### config.mk
export PLATFORM = sky130hd
export DESIGN_NAME = atu_cordic_lane
export DESIGN_NICKNAME = d
export VERILOG_FILES = /design/src/design/atu_pkg.sv /design/src/design/atu_cordic_lane.sv
export SDC_FILE = /design/constraint.sdc
export NUM_CORES = 2
export LEC_CHECK = 0
export BUFFER_PORTS_ARGS = -buffer_cell sky130_fd_sc_hd__buf_4
export CAP_MARGIN = 5
export CORE_AREA = 2 2 426 428
export DETAILED_ROUTE_END_ITERATION = 12
export DIE_AREA = 0 0 428 430
export GPL_TIMING_DRIVEN = 0
export PLACE_DENSITY = 0.76
export REMOVE_ABC_BUFFERS = 1
export SETUP_SLACK_MARGIN = 0.1
export SYNTH_ARGS = -nofsm -noshare
export SYNTH_HDL_FRONTEND = slang
export SYNTH_SLANG_ARGS = --single-unit
### constraint.sdc
create_clock -name clk -period 11 [get_ports clk]
set_input_delay 0.55 -clock clk [delete_from_list [all_inputs] [get_ports clk]]
set_output_delay 0.55 -clock clk [all_outputs]
set_load 0.01 [all_outputs]
### src/design/atu_pkg.sv
`default_nettype none
package atu_pkg;

  localparam int WORD_W          = 24;
  localparam int SAMPLE_W        = 20;
  localparam int SAMPLE_LSB      = 4;
  localparam int ANGLE_W         = 16;
  localparam int CORDIC_STAGES   = 16;
  localparam int ANGLE_FRAC_BITS = 8;
  localparam int GUARD_BITS      = 8;
  localparam int ACC_FRAC        = 16;
  localparam int TABLE_LEN       = 24;
  localparam int N_ITER          = (CORDIC_STAGES > TABLE_LEN) ? TABLE_LEN : CORDIC_STAGES;

  localparam int XW    = 32;
  localparam int ACC_W = 26;

  localparam int RND_SH   = ACC_FRAC - ANGLE_FRAC_BITS;
  localparam int ANG_FULL = 90 << ANGLE_FRAC_BITS;
  localparam int ANG_HI   = (ANG_FULL > 32767) ? 32767 : ANG_FULL;
  localparam int ANG_LO   = (ANG_FULL > 32768) ? -32768 : -ANG_FULL;

  localparam logic signed [ACC_W-1:0] ANG_FULL_A = ACC_W'(ANG_FULL);
  localparam logic signed [ACC_W-1:0] ANG_HI_A   = ACC_W'(ANG_HI);
  localparam logic signed [ACC_W-1:0] ANG_LO_A   = ACC_W'(ANG_LO);
  localparam logic signed [ACC_W-1:0] RND_HALF_A = ACC_W'(1) <<< (RND_SH - 1);

  localparam logic signed [ANGLE_W-1:0] ANG_HI_S = ANGLE_W'(ANG_HI);
  localparam logic signed [ANGLE_W-1:0] ANG_LO_S = ANGLE_W'(ANG_LO);

  // atan(2^-i) in degrees, 16 fractional bits
  localparam logic signed [ACC_W-1:0] ATAN_TAB [TABLE_LEN] = '{
    26'sd2949120, 26'sd1740967, 26'sd919879, 26'sd466945,
    26'sd234379,  26'sd117304,  26'sd58666,  26'sd29335,
    26'sd14668,   26'sd7334,    26'sd3667,   26'sd1833,
    26'sd917,     26'sd458,     26'sd229,    26'sd115,
    26'sd57,      26'sd29,      26'sd14,     26'sd7,
    26'sd4,       26'sd2,       26'sd1,      26'sd0
  };

  typedef struct packed {
    logic signed [SAMPLE_W-1:0] ax;
    logic signed [SAMPLE_W-1:0] ay;
    logic signed [SAMPLE_W-1:0] az;
  } atu_sample_t;

endpackage
`default_nettype wire

### src/design/atu_cordic_lane.sv
`default_nettype none
module atu_cordic_lane
  import atu_pkg::*;
(
  input  wire logic                      clk,
  input  wire logic [N_ITER:0]           ld,
  input  wire logic signed [SAMPLE_W-1:0] num,
  input  wire logic signed [SAMPLE_W-1:0] den,
  output logic signed [ACC_W-1:0]         acc_o
);

  logic signed [XW-1:0]    x_r   [N_ITER+1];
  logic signed [XW-1:0]    y_r   [N_ITER+1];
  logic signed [ACC_W-1:0] acc_r [N_ITER+1];

  logic signed [XW-1:0] num_e;
  logic signed [XW-1:0] den_e;
  logic signed [XW-1:0] x_nxt;
  logic signed [XW-1:0] y_nxt;

  assign num_e = {{(XW-SAMPLE_W){num[SAMPLE_W-1]}}, num};
  assign den_e = {{(XW-SAMPLE_W){den[SAMPLE_W-1]}}, den};

  // fold into the right half plane
  always_comb begin
    if (den[SAMPLE_W-1]) begin
      x_nxt = (-den_e) <<< GUARD_BITS;
      y_nxt = (-num_e) <<< GUARD_BITS;
    end else begin
      x_nxt = den_e <<< GUARD_BITS;
      y_nxt = num_e <<< GUARD_BITS;
    end
  end

  always_ff @(posedge clk) begin
    if (ld[0]) begin
      x_r[0]   <= x_nxt;
      y_r[0]   <= y_nxt;
      acc_r[0] <= '0;
    end
  end

  for (genvar k = 1; k <= N_ITER; k++) begin : g_iter
    logic signed [XW-1:0] dx;
    logic signed [XW-1:0] dy;
    assign dx = y_r[k-1] >>> (k - 1);
    assign dy = x_r[k-1] >>> (k - 1);
    always_ff @(posedge clk) begin
      if (ld[k]) begin
        if (!y_r[k-1][XW-1]) begin
          x_r[k]   <= x_r[k-1] + dx;
          y_r[k]   <= y_r[k-1] - dy;
          acc_r[k] <= acc_r[k-1] + ATAN_TAB[k-1];
        end else begin
          x_r[k]   <= x_r[k-1] - dx;
          y_r[k]   <= y_r[k-1] + dy;
          acc_r[k] <= acc_r[k-1] - ATAN_TAB[k-1];
        end
      end
    end
  end

  assign acc_o = acc_r[N_ITER];

endmodule
`default_nettype wire

==> reports/qor.log <==
INFO  run_status     outcome=complete, no violations
INFO  final_layout   area_growth_syn_to_layout=7.505%
INFO  clock_tree     cts.htree.levels=4
INFO  placed_design  port-buffer-count=82
INFO  yosys          synthCells=11.16k
INFO  timing         rsz_0062_raised_after_global_routing=no
INFO  final_layout   nNetsFinal=12.62k
INFO  worst_hold_path timing.hold.worst_endpoint=y_r[0][18]
INFO  yosys          ys_async_sr_fraction=0%
INFO  flow_run       max_cap_viol_count=0
INFO  timing         maxSlewHeadroom=8.873%
INFO  routing        routed_wire_length_per_instance=19.49um
INFO  placed_design  dp_hpwl=211.0mm
INFO  yosys          synthDominantAreaCellType=sky130_fd_sc_hd__edfxtp_1
INFO  global_routing grt_start_max_net_pins=94
INFO  yosys          synthDistinctLibCells=108
INFO  routing        wl=267.3mm
INFO  yosys          synth_top_cells_by_count=sky130_fd_sc_hd__ha_1, sky130_fd_sc_hd__edfxtp_1, sky130_fd_sc_hd__a21oi_1
INFO  worst_hold_path holdCritPathClass=primary input to register
INFO  routing        via_to_cell_ratio=6.192
INFO  clock_tree     clk_latency=0.80ns
INFO  timing         fin_skew=0.03142ns
INFO  clock_tree     clock-root-buffer=sky130_fd_sc_hd__clkbuf_16
INFO  floorplanning  die_x=428um
INFO  setup_path     worstSetupStartpointType=primary input
INFO  timing         post-route-period-util=62.06%
INFO  yosys          yosys_register_bits=1,246
INFO  timing         setup-violations-final=0
INFO  global_routing grt_pass1_vias=81.24k
INFO  floorplanning  coreArea=179,800um^2
INFO  setup_path     critical_path_peak_fanout=92
INFO  timing         maxClockFrequency=146.5MHz
INFO  setup_path     r2r_slack=4.63ns
INFO  routing        detail_route.first_pass.iterations=8
INFO  setup_path     cell_count_of_the_worst_reg_to_reg_path=17
INFO  final_layout   fillers=14.38k
INFO  floorplanning  die_h=430um
INFO  setup_path     timing.critical_path.cells=buf_4 > nand2_1 > inv_2 > buf_12 > a21oi_1 > xor2_1 > ha_1 > a21o_1 > or3_1 > a41o_1 > a31oi_1 > o21ai_1 > a221oi_1 > o211ai_1 > o21ai_1 > o21ai_0 > a21oi_1 > xnor2_1
INFO  yosys          yosysSeqAreaShare=34.98%
INFO  floorplanning  initial_standard_cell_utilization_of_the_core=59.50%
INFO  yosys          ys.flop_type=sky130_fd_sc_hd__edfxtp_1
INFO  routing        vias=84.94k
INFO  yosys          synth_most_common_cell=sky130_fd_sc_hd__ha_1
INFO  yosys          syn_area=107,000um^2
INFO  timing         totalNegativeSetupSlack=0ns
INFO  timing         whs=0.06049ns
INFO  timing         period_needed=6.827ns
INFO  placed_design  final_wtd_congestion=0.9733
INFO  yosys          synth_edf_count=1,246
INFO  timing         finalHoldViolations=0
INFO  setup_path     critical-path-max-stage-delay=1.13ns
INFO  setup_path     r2r-end=y_r[10][31]
INFO  global_routing grt_overflow_total=0
INFO  clock_tree     clk_transition_reported_paths=0.06ns
INFO  yosys          mean_syn_cell_area=9.585um^2
INFO  timing         drv_slew=0
INFO  floorplanning  floorplan.io_pins=84
INFO  worst_hold_path worst_hold_startpoint=num[10]
INFO  yosys          post_synth_top_area_share=34.98%
INFO  setup_path     criticalPathCategory=primary input to register
INFO  floorplanning  floorplan_die_area=184,000um^2
INFO  setup_path     worst_ep_required_time=11.48ns
INFO  final_layout   drive_above_1_share=4.293%
INFO  floorplanning  placement_rows=156
INFO  setup_path     crit_path_end_kind=register
INFO  setup_path     cp_data_arrival_time=7.31ns
INFO  global_routing wire_length_of_the_first_global_routing_pass=425.3mm
INFO  routing        final_routed_drc_violation_total=0
INFO  yosys          yosys_warnings=0
INFO  setup_path     standard_cell_with_the_maximum_stage_delay_on_the_critical_path=sky130_fd_sc_hd__nand2_1
INFO  global_routing grt_antenna_before_repair=5
INFO  clock_tree     sinks_on_the_clock_net=1,246
INFO  global_routing globalRouteTotalUtil=28.29%
INFO  routing        detail-route-antenna-nets=0
INFO  clock_tree     cts_tree=yes
INFO  worst_hold_path min_delay_path_depth=2
INFO  timing         timing_worst_slew_pin_value=1.367ns
INFO  setup_path     critical_path.reg2reg.startpoint=y_r[9][31]
INFO  clock_tree     number_of_buffers_on_the_longest_clock_path=3
INFO  yosys          synth_area_leaders=sky130_fd_sc_hd__edfxtp_1, sky130_fd_sc_hd__ha_1, sky130_fd_sc_hd__xnor2_1
INFO  routing        first_iter_violations=6,327
INFO  clock_tree     cts-buffers-inserted=144
-- routing by layer --
metal | global-route usage (%) | up-vias | wire length [um]
met5 | 0 | - | 26
li1 | - | 41440 | -
met2 | 48.16 | 2584 | 127000
met3 | 3.988 | 559 | 16880
met4 | 11.09 | 6 | 10470
met1 | 36.36 | 40350 | 113000
-- placed cells by master, fill, tap and decap left out, types with 147 or more instances in the layout --
master and n:
sky130_fd_sc_hd__ha_1 1302, sky130_fd_sc_hd__xor2_1 580, sky130_fd_sc_hd__nor2b_1 152, sky130_fd_sc_hd__xnor2_1 1055
sky130_fd_sc_hd__nand2b_1 194, sky130_fd_sc_hd__nor3_1 279, sky130_fd_sc_hd__a21o_1 423, sky130_fd_sc_hd__inv_1 432
sky130_fd_sc_hd__nand2_1 746, sky130_fd_sc_hd__clkbuf_16 147, sky130_fd_sc_hd__o21a_1 166, sky130_fd_sc_hd__o21bai_1 150
sky130_fd_sc_hd__o21ai_0 594, sky130_fd_sc_hd__nor2_1 872, sky130_fd_sc_hd__edfxtp_1 1246, sky130_fd_sc_hd__a21oi_1 1071
sky130_fd_sc_hd__nand3_1 161
-- logic make-up (layout without fill, tap and decap cells) --
group | Yosys count | after routing | synth area share (%)
adders and majority gates | 1338 | 1338 | 15.90
and+or+nand+nor | 2986 | 2986 | 13.43
other | 1 | 8 | 0.003506
buffers and inverters | 627 | 807 | 2.210
muxes | 54 | 54 | 0.5252
xor gates and xnor gates | 1635 | 1635 | 13.39
AOI/OAI and AO/OA | 3273 | 3273 | 19.56
DFF | 1246 | 1246 | 34.98
-- worst max-delay path: cells and delay by family --
kind / cells / cell delay, ns
XOR/XNOR: 2 / 0.76
AND/OR/NAND/NOR: 2 / 1.44
AO/OA/AOI/OAI: 10 / 2.30
buffers and inverters: 3 / 1.69
adder cells (fa/ha/maj): 1 / 0.37
-- worst max path at each step --
stage / endpoint / slack, ns / cells past startpoint / startpoint
floorplan: x_r[8][30] / 5.85 / 15 / ld[8]
global placement: y_r[10][31] / 2.76 / 17 / ld[10]
detailed placement: y_r[9][31] / 3.53 / 17 / ld[9]
CTS: y_r[8][30] / 4.36 / 16 / y_r[7][31]
global route: y_r[10][31] / 3.86 / 18 / ld[10]
finish: y_r[10][31] / 4.17 / 18 / ld[10]
-- state kept, by name (all words and copies together), names as in the netlist --
register / cells
x_r: 435
y_r: 448
acc_r: 363
-- repair_timing --
item                      4_1_cts  5_1_grt
hold buffers                    4        0
resized for setup               0        0
setup buffers                   0        0
hold endpoints to repair        4        0
-- final cells by class --
type / instances / area (um^2) / share of cell area, %
repair buffers: 98 / 955.9 / 0.8313
flip-flops and latches: 1246 / 37420 / 32.54
well taps: 2370 / 2965 / 2.579
multi-input cells: 9291 / 67210 / 58.45
clock inverters: 94 / 998.5 / 0.8683
diodes: 3 / 7.507 / 0.006528
inverters: 447 / 1679 / 1.460
clock buffers: 168 / 3757 / 3.267
-- stage by stage --
stage / instance area (um^2) / util, % / instances / worst slack, ns
finish: 115000 / 63.97 / 13720 / 4.173
global route: 115000 / 63.96 / 13720 / 3.859
CTS: 114800 / 63.87 / 13710 / 4.356
detailed placement: 110000 / 61.20 / 13440 / 3.533
global placement: 109900 / 61.12 / 13440 / 2.760
floorplan: 106300 / - / 10980 / 5.845
Power is left out: the tool's default activity adds up to more than one toggle a clock period on the data nets, which glitch-free logic cannot reach.
