$ cat src/design/atu_pkg.sv
`default_nettype none
package atu_pkg;

  localparam int WORD_W          = 24;
  localparam int SAMPLE_W        = 20;
  localparam int SAMPLE_LSB      = 4;
  localparam int ANGLE_W         = 16;
  localparam int CORDIC_STAGES   = 16;
  localparam int ANGLE_FRAC_BITS = 8;
  localparam int GUARD_BITS      = 8;
  localparam int ACC_FRAC        = 16;
  localparam int TABLE_LEN       = 24;
  localparam int N_ITER          = (CORDIC_STAGES > TABLE_LEN) ? TABLE_LEN : CORDIC_STAGES;

  localparam int XW    = 32;
  localparam int ACC_W = 26;

  localparam int RND_SH   = ACC_FRAC - ANGLE_FRAC_BITS;
  localparam int ANG_FULL = 90 << ANGLE_FRAC_BITS;
  localparam int ANG_HI   = (ANG_FULL > 32767) ? 32767 : ANG_FULL;
  localparam int ANG_LO   = (ANG_FULL > 32768) ? -32768 : -ANG_FULL;

  localparam logic signed [ACC_W-1:0] ANG_FULL_A = ACC_W'(ANG_FULL);
  localparam logic signed [ACC_W-1:0] ANG_HI_A   = ACC_W'(ANG_HI);
  localparam logic signed [ACC_W-1:0] ANG_LO_A   = ACC_W'(ANG_LO);
  localparam logic signed [ACC_W-1:0] RND_HALF_A = ACC_W'(1) <<< (RND_SH - 1);

  localparam logic signed [ANGLE_W-1:0] ANG_HI_S = ANGLE_W'(ANG_HI);
  localparam logic signed [ANGLE_W-1:0] ANG_LO_S = ANGLE_W'(ANG_LO);

  // atan(2^-i) in degrees, 16 fractional bits
  localparam logic signed [ACC_W-1:0] ATAN_TAB [TABLE_LEN] = '{
    26'sd2949120, 26'sd1740967, 26'sd919879, 26'sd466945,
    26'sd234379,  26'sd117304,  26'sd58666,  26'sd29335,
    26'sd14668,   26'sd7334,    26'sd3667,   26'sd1833,
    26'sd917,     26'sd458,     26'sd229,    26'sd115,
    26'sd57,      26'sd29,      26'sd14,     26'sd7,
    26'sd4,       26'sd2,       26'sd1,      26'sd0
  };

  typedef struct packed {
    logic signed [SAMPLE_W-1:0] ax;
    logic signed [SAMPLE_W-1:0] ay;
    logic signed [SAMPLE_W-1:0] az;
  } atu_sample_t;

endpackage
`default_nettype wire

$ cat src/design/atu_merge.sv
`default_nettype none
module atu_merge
  import atu_pkg::*;
(
  input  wire logic                      clk,
  input  wire logic                      ld,
  input  wire atu_sample_t               smp,
  input  wire logic signed [ACC_W-1:0]   acc_yz,
  input  wire logic signed [ACC_W-1:0]   acc_zx,
  output logic signed [SAMPLE_W-1:0]     accel_x,
  output logic signed [SAMPLE_W-1:0]     accel_y,
  output logic signed [SAMPLE_W-1:0]     accel_z,
  output logic signed [ANGLE_W-1:0]      tilt_yz,
  output logic signed [ANGLE_W-1:0]      tilt_zx,
  output logic                           z_is_zero
);

  function automatic logic signed [ANGLE_W-1:0] angle(
    input logic signed [ACC_W-1:0]    acc,
    input logic                       zz,
    input logic signed [SAMPLE_W-1:0] num
  );
    logic signed [ACC_W-1:0] r;
    if (zz) begin
      if (num > 0) begin
        r = ANG_FULL_A;
      end else if (num < 0) begin
        r = -ANG_FULL_A;
      end else begin
        r = '0;
      end
    end else begin
      r = (acc + RND_HALF_A) >>> RND_SH;
    end
    if (r > ANG_HI_A) begin
      r = ANG_HI_A;
    end
    if (r < ANG_LO_A) begin
      r = ANG_LO_A;
    end
    return r[ANGLE_W-1:0];
  endfunction

  logic zz;
  assign zz = (smp.az == '0);

  always_ff @(posedge clk) begin
    if (ld) begin
      accel_x   <= smp.ax;
      accel_y   <= smp.ay;
      accel_z   <= smp.az;
      tilt_yz   <= angle(acc_yz, zz, smp.ay);
      tilt_zx   <= angle(acc_zx, zz, smp.ax);
      z_is_zero <= zz;
    end
  end

endmodule
`default_nettype wire

$ cat config.mk
export PLATFORM = sky130hd
export DESIGN_NAME = atu_merge
export DESIGN_NICKNAME = d
export VERILOG_FILES = /design/src/design/atu_pkg.sv /design/src/design/atu_merge.sv
export SDC_FILE = /design/constraint.sdc
export NUM_CORES = 1
export LEC_CHECK = 0
export ABC_AREA = 1
export CAP_MARGIN = 20
export CORE_MARGIN = 2
export CORE_UTILIZATION = 53
export DETAILED_ROUTE_END_ITERATION = 6
export DONT_BUFFER_PORTS = 1
export PLACE_DENSITY_LB_ADDON = 0.12
export SYNTH_ARGS = -nofsm -noshare
export SYNTH_HDL_FRONTEND = slang
export SYNTH_SLANG_ARGS = --single-unit
$ cat constraint.sdc
create_clock -name clk -period 3.7 [get_ports clk]
set_input_delay 0.74 -clock clk [delete_from_list [all_inputs] [get_ports clk]]
set_output_delay 0.74 -clock clk [all_outputs]
set_load 0.01 [all_outputs]
==> flow_summary.rst, run 1 <==
.. list-table::
   :header-rows: 1

   * - Metric
     - Value
   * - Outcome
     - finished, final reports clean
   * - CP Max Fanout
     - 18
   * - Post-synthesis cell type count
     - 33
   * - Final design utilization
     - 0.5723
   * - Startpoint type of the worst setup path
     - input port
   * - Dominant cells by area after synthesis
     - edfxtp_1 (57%), nand2_1 (10%), nor2_1 (6.4%), nand3_1 (5.0%), nor2_2 (3.2%)
   * - Wire length of the first global-routing pass
     - 16.03 mm
   * - Routed wire length on met2
     - 4.821 mm
   * - Core region area
     - 9065 sq um
   * - Synth Instances
     - 517
   * - Number of antenna violations at the first check in global routing
     - 0
   * - Met3 wirelength from detailed routing
     - 1.034 mm
   * - Number of sinks driven by the clock tree
     - 93
   * - Residual antenna-violating net count after detailed routing
     - 0
   * - Starting DRC count in detailed routing
     - 172
   * - TritonCTS clock tree
     - built
   * - RSZ-0062 raised after global routing
     - false
   * - Slowest stage delay, CP
     - 0.37 ns
   * - Layout-stage area growth over the synthesis result
     - 6.253%
   * - Placement-stage cell area
     - 4970 sq um
   * - Count of cells along the worst hold path
     - 0
   * - Static leakage
     - 2.069 nW
   * - CTS H-tree depth
     - 3
   * - Vias per inst
     - 5.291
   * - Total of cells resized after clock tree synthesis
     - 0
   * - Clk root buf
     - clkbuf_8
   * - Number of placed I/O pins
     - 207
   * - Post-synth top area cell
     - edfxtp_1
   * - End of the worst hold path
     - accel_y[19]
   * - Number of buffers created by CTS
     - 9
   * - Total wirelength of the detailed-routed design
     - 10.21 mm
   * - Synthesized cell area
     - 4882 sq um
   * - Fraction of post-synthesis cell area in the top cell type by area
     - 0.5720
   * - Global-route total usage across every layer
     - 0.2065
   * - Placed wire-length estimate after detailed placement
     - 8.060 mm
   * - Origin of the worst min-delay path
     - smp[39]
   * - Minimum clock period
     - 3.254 ns
   * - Portion of the post-synthesis area used by sequential elements
     - 0.5720
   * - Total of max-cap violations
     - 0
   * - Design Area, Final
     - 5187 sq um
   * - Clock transition at the registers of the reported paths
     - 0.10 ns
   * - Total DRC errors in the routed layout
     - 0
   * - Headroom to the max-slew limit
     - 0.7091
   * - Total vias in the final route
     - 3386
   * - Setup bufs post-CTS
     - 0
   * - Worst Tran Pin Value
     - 0.4359 ns
   * - Highest-delay cell along the critical path
     - nand3_2
   * - Drt pass-1 iters
     - 4
   * - Crit Path Class
     - in2reg
   * - Layout Nets
     - 641
   * - Hold/Removal Path Class
     - in2reg
   * - # rows
     - 35
   * - Post-Route M1 WL
     - 4.153 mm
   * - WL/cell
     - 15.96 um
   * - Power density over cell area
     - 426.0 nW/um^2
   * - Number of storage elements in the synthesis netlist
     - 93
   * - Largest net degree at the start of global routing
     - 94
   * - Diodes inserted
     - 0
   * - Sequence of cells on the critical path
     - nor2_1 > nand2_1 > nor2_1 > nand3_2 > inv_2 > nand2_1 > nand2_1 > nor2_1 > nand2_1 > nor2_2 > a21oi_1 > nand2_4 > nand3b_1 > nand2_1 > nand2_1 > nand2_1 > nand2_1 > nand2_2 > nand2_4 > nor2_2
   * - Count of endpoints failing hold in the final timing report
     - 0
   * - Top routing layer in use
     - met4
   * - Worst vdd rail ir drop
     - 0.2036 mV
   * - Cell repeated most along the worst path
     - nand2_1
   * - Quantity of I/O buffers inserted on ports
     - 0
   * - Final setup fails
     - 0
   * - Die W
     - 99.98 um
   * - Required time at the endpoint of the critical path
     - 3.80 ns
   * - Syn avg cell area
     - 9.443 sq um
   * - Post-synthesis net count
     - 633
   * - Layout cell share with drive strength beyond 1
     - 0.1607
   * - Hold_buf cts
     - 0
   * - Die Y
     - 99.98 um
   * - Overall die area
     - 9995 sq um
   * - Clock Path Buffers
     - 2
   * - Vias in the first global route
     - 3324
   * - Final GP Congestion
     - 0.8763
   * - Starting utilization of the core area
     - 0.5386
   * - Pins over their slew limit
     - 0
   * - Final worst-path cycle share
     - 0.8795
   * - Crit path arrival time
     - 3.35 ns
   * - Type of element capturing the critical path
     - register
   * - Number of synthesis warnings
     - 0
   * - Overall overflow remaining after global route
     - 0
   * - Achievable Freq
     - 307.3 MHz
==> placed cells by master (no fill, tap or decap), drive strengths merged <==
cell type / count
xor2: 3
o21bai: 5
nand2: 146
clkinv: 2
buf: 2
and2: 5
a21oi: 3
nor3b: 1
and3: 2
clkinvlp: 1
nand3: 58
clkbuf: 9
inv: 46
ha: 2
o21ai: 2
nand3b: 3
edfxtp: 93
or2: 13
bufinv: 2
nand4: 13
o211ai: 4
nor2: 111
nor3: 3
==> metrics by stage <==
step	cells	setup WS, ns	hold slack [ns]	TNS, ns	power, mW
after floorplan	517	0.7963	0.8389	0	1.473
after global routing	640	0.1068	0.4444	0	2.293
after CTS	640	0.3667	0.4543	0	2.228
after detailed placement	625	-0.01208	0.8389	-0.01208	1.514
final	640	0.4460	0.4724	0	2.210
after global placement	625	0.04425	0.8390	0	1.510
==> critical path: cells and delay by family <==
| kind | cells | cell delay, ns |
|---|---|---|
| AO/OA/AOI/OAI | 1 | 0.24 |
| buffers and inverters | 1 | 0.31 |
| AND/OR/NAND/NOR | 18 | 2.07 |
==> Yosys cell counts (all sizes together) <==
cell type	instances
xor2	3
o211ai	4
o21ai	2
nand4	13
a21oi	3
nand3	58
and3	2
edfxtp	93
buf	4
inv	44
nand3b	3
or2	13
clkinv	1
nor3	3
ha	2
nand2	146
nor3b	1
and2	5
clkbuf	1
nor2	111
o21bai	5
==> worst max path at each step <==
| stage | from | to | slack, ns | cells after the start |
|---|---|---|---|---|
| after global routing | smp[9] | tilt_yz[3] | 0.11 | 18 |
| after detailed placement | smp[13] | tilt_yz[3] | -0.01 | 18 |
| after floorplan | acc_zx[7] | tilt_zx[7] | 0.80 | 22 |
| final | smp[13] | tilt_zx[7] | 0.45 | 20 |
| after global placement | smp[15] | tilt_yz[3] | 0.04 | 18 |
| after CTS | smp[13] | tilt_yz[3] | 0.37 | 18 |
==> power breakdown <==
group | total [mW] | switching (mW) | internal [mW]
Clock | 0.722 | 0.340 | 0.382
Combinational | 0.149 | 0.0948 | 0.0544
Sequential | 1.34 | 0.0787 | 1.26
==> cell type report <==
type                       count  area, sq um
tap                          111        138.9
inverter                      45        168.9
clock inverter                 6        93.84
timing repair buffer           2        15.01
clock buffer                   9        123.9
fill                         793         3877
multi-input combinational    374         1854
sequential                    93         2793
==> logic make-up after synthesis <==
logic type,Yosys count,synth area share
adder cells (fa/ha/maj),2,0.005125
buffers and inverters,50,0.04818
flip-flops,93,0.5720
XOR/XNOR,3,0.005383
AND/OR/NAND/NOR,355,0.3503
AO/OA/AOI/OAI,14,0.01896
==> layer usage <==
layer	track usage	up-vias
li1	-	1737
met1	0.2489	1471
met2	0.3399	161
met3	0.08008	17
met4	0.07271	0
met5	0	-
==> registers in the layout, summed over array words and instances (netlist names) <==
name and cells:
accel_x 20, accel_y 20, accel_z 20, tilt_yz 16
tilt_zx 16, z_is_zero 1
Note: power is estimated with default switching activity, not from simulation.
==> inputs of run 2 (changes only) <==
clock period = 2.9 ns   (was 3.7 ns; I/O delays follow)
==> run 2 against run 1 <==
Compared with the run above: global-route usage decreased by 0.17 points; critical path depth is 1 lower; final cell count increased by 4.2%; first-iteration DRC count shrank 25%; combinational power is 50% higher; via count increased by 5.0%; design area is 4.4% higher; largest power group unchanged.
==> flow_summary.rst, run 2 (synthesis gave the netlist of run 1 again) <==
.. list-table::
   :header-rows: 1

   * - Metric
     - Value
   * - Clk root buf
     - clkbuf_8
   * - Clock Path Buffers
     - 2
   * - Number of placed I/O pins
     - 207
   * - Power density over cell area
     - 529.2 nW/um^2
   * - Outcome
     - finished, final reports clean
   * - Count of cells along the worst hold path
     - 0
   * - Final worst-path cycle share
     - 0.9033
   * - Origin of the worst min-delay path
     - smp[40]
   * - Achievable Freq
     - 381.8 MHz
   * - Commonest cells after routing, fill and taps aside
     - nand2_1 (131), edfxtp_1 (93), nor2_1 (80)
   * - Die Y
     - 99.98 um
   * - Static leakage
     - 2.203 nW
   * - Cells after DPL
     - 652
   * - Layout Cells excl Fill
     - 667
   * - Placed wire-length estimate after detailed placement
     - 8.112 mm
   * - Number of antenna violations at the first check in global routing
     - 0
   * - Biggest regs
     - accel_x: 20 flops, accel_y: 20 flops, accel_z: 20 flops
   * - Overall die area
     - 9995 sq um
   * - Vias per inst
     - 5.330
   * - Vias in the first global route
     - 3298
   * - Total Neg Setup Slack
     - 0 ns
   * - Hold_buf cts
     - 0
   * - Wire length of the first global-routing pass
     - 16.09 mm
   * - Hold/Removal Path Class
     - in2reg
   * - Final setup fails
     - 0
   * - Clock transition at the registers of the reported paths
     - 0.09 ns
   * - Number of buffers created by CTS
     - 9
   * - Final GP Congestion
     - 0.8818
   * - Largest net degree at the start of global routing
     - 94
   * - Starting DRC count in detailed routing
     - 129
   * - WL/cell
     - 15.43 um
   * - Type of element capturing the critical path
     - register
   * - RSZ-0062 raised after global routing
     - false
   * - Leading cell type in the layout, fill and taps excluded
     - nand2_1
   * - Crit Path Class
     - in2reg
   * - Number of sinks driven by the clock tree
     - 93
   * - Worst Tran Pin Value
     - 0.2640 ns
   * - Startpoint type of the worst setup path
     - input port
   * - Layout cell share with drive strength beyond 1
     - 0.2086
   * - Drt pass-1 iters
     - 4
   * - # rows
     - 35
   * - Post-layout power
     - 2.865 mW
   * - Quantity of I/O buffers inserted on ports
     - 0
   * - Combined flip-flop and latch cell area
     - 2793 sq um
   * - TritonCTS clock tree
     - built
   * - Global-route total usage across every layer
     - 0.2049
   * - Footprint of the multi-input gates
     - 1864 sq um
   * - Core region area
     - 9065 sq um
   * - Setup bufs post-CTS
     - 0
   * - Pins over their slew limit
     - 0
   * - Design Area, Final
     - 5414 sq um
   * - Layout Nets
     - 668
   * - Worst vdd rail ir drop
     - 0.2498 mV
   * - Required time at the endpoint of the critical path
     - 3.01 ns
   * - Total vias in the final route
     - 3555
   * - Total DRC errors in the routed layout
     - 0
   * - Total wirelength of the detailed-routed design
     - 10.29 mm
   * - Placement-stage cell area
     - 5185 sq um
   * - Total of max-cap violations
     - 0
   * - CP Max Fanout
     - 9
   * - Total of fill cells in the finished design
     - 793
   * - Die W
     - 99.98 um
   * - End of the worst hold path
     - accel_x[0]
   * - Minimum clock period
     - 2.619 ns
   * - CTS H-tree depth
     - 3
   * - Crit path arrival time
     - 2.73 ns
   * - Total of cells resized after clock tree synthesis
     - 0
   * - Count of endpoints failing hold in the final timing report
     - 0
   * - Diodes inserted
     - 0
   * - Starting utilization of the core area
     - 0.5386
   * - Headroom to the max-slew limit
     - 0.8234
   * - Overall overflow remaining after global route
     - 0
   * - Layout-stage area growth over the synthesis result
     - 10.89%
   * - Residual antenna-violating net count after detailed routing
     - 0
## run 2: cell count changes in the layout (fill, tap and decap cells not counted), sizes merged
cell      change
clkinvlp      +1
clkinv        -1
buf          +27
## run 2: area by class of cell
type                    instances  area share
flip-flops and latches         93      0.5158
multi-input cells             374      0.3443
repair buffers                 29     0.04252
inverters                      45     0.03120
well taps                     111     0.02565
clock buffers                   9     0.02288
clock inverters                 6     0.01756
## run 2: worst max path at each step
stage / from / to / slack (ns) / cells after the start
after floorplan: acc_zx[7] / tilt_zx[7] / 0.16 / 22
after global placement: smp[15] / tilt_yz[8] / -0.05 / 19
after detailed placement: acc_zx[7] / tilt_zx[7] / -0.19 / 19
after CTS: acc_zx[7] / tilt_zx[7] / 0.18 / 19
after global routing: smp[15] / tilt_yz[6] / 0.02 / 18
final: acc_zx[7] / tilt_zx[7] / 0.28 / 19
## run 2: report_power, final
group,switching (mW),internal [mW]
clock,0.444,0.490
sequential,0.100,1.61
combinational,0.126,0.0977
## run 2: metal layers
metal	up-vias	global-route usage	wire [um]
met5	-	0	0
li1	1790	-	-
met1	1598	0.2544	4225
met4	0	0.06217	127
met3	12	0.07033	967
met2	155	0.3404	4972
## run 2: metrics by stage
stage                     hold slack [ns]  worst slack [ns]    util
final                              0.3208            0.2805  0.5972
after global routing               0.2929           0.01626  0.5972
after CTS                          0.2983            0.1842  0.5961
after detailed placement           0.6789           -0.1941  0.5720
after global placement             0.6790          -0.04996  0.5720
after floorplan                    0.6789            0.1563       -
## run 2: worst max-delay path, stage by stage
cell and delay [ns]:
ha_1 0.14, nand2_1 0.08, nor2_2 0.16, nand2_2 0.12, nor2_2 0.13, nand3_1 0.08
nand3_1 0.11, nand2_1 0.08, buf_4 0.14, nor3_1 0.20, nand3_1 0.16, nand2_4 0.12
inv_2 0.04, a21oi_1 0.16, nand2_1 0.08, nand2_1 0.07, nand2_2 0.08, nand2_4 0.16
nor2_2 0.05
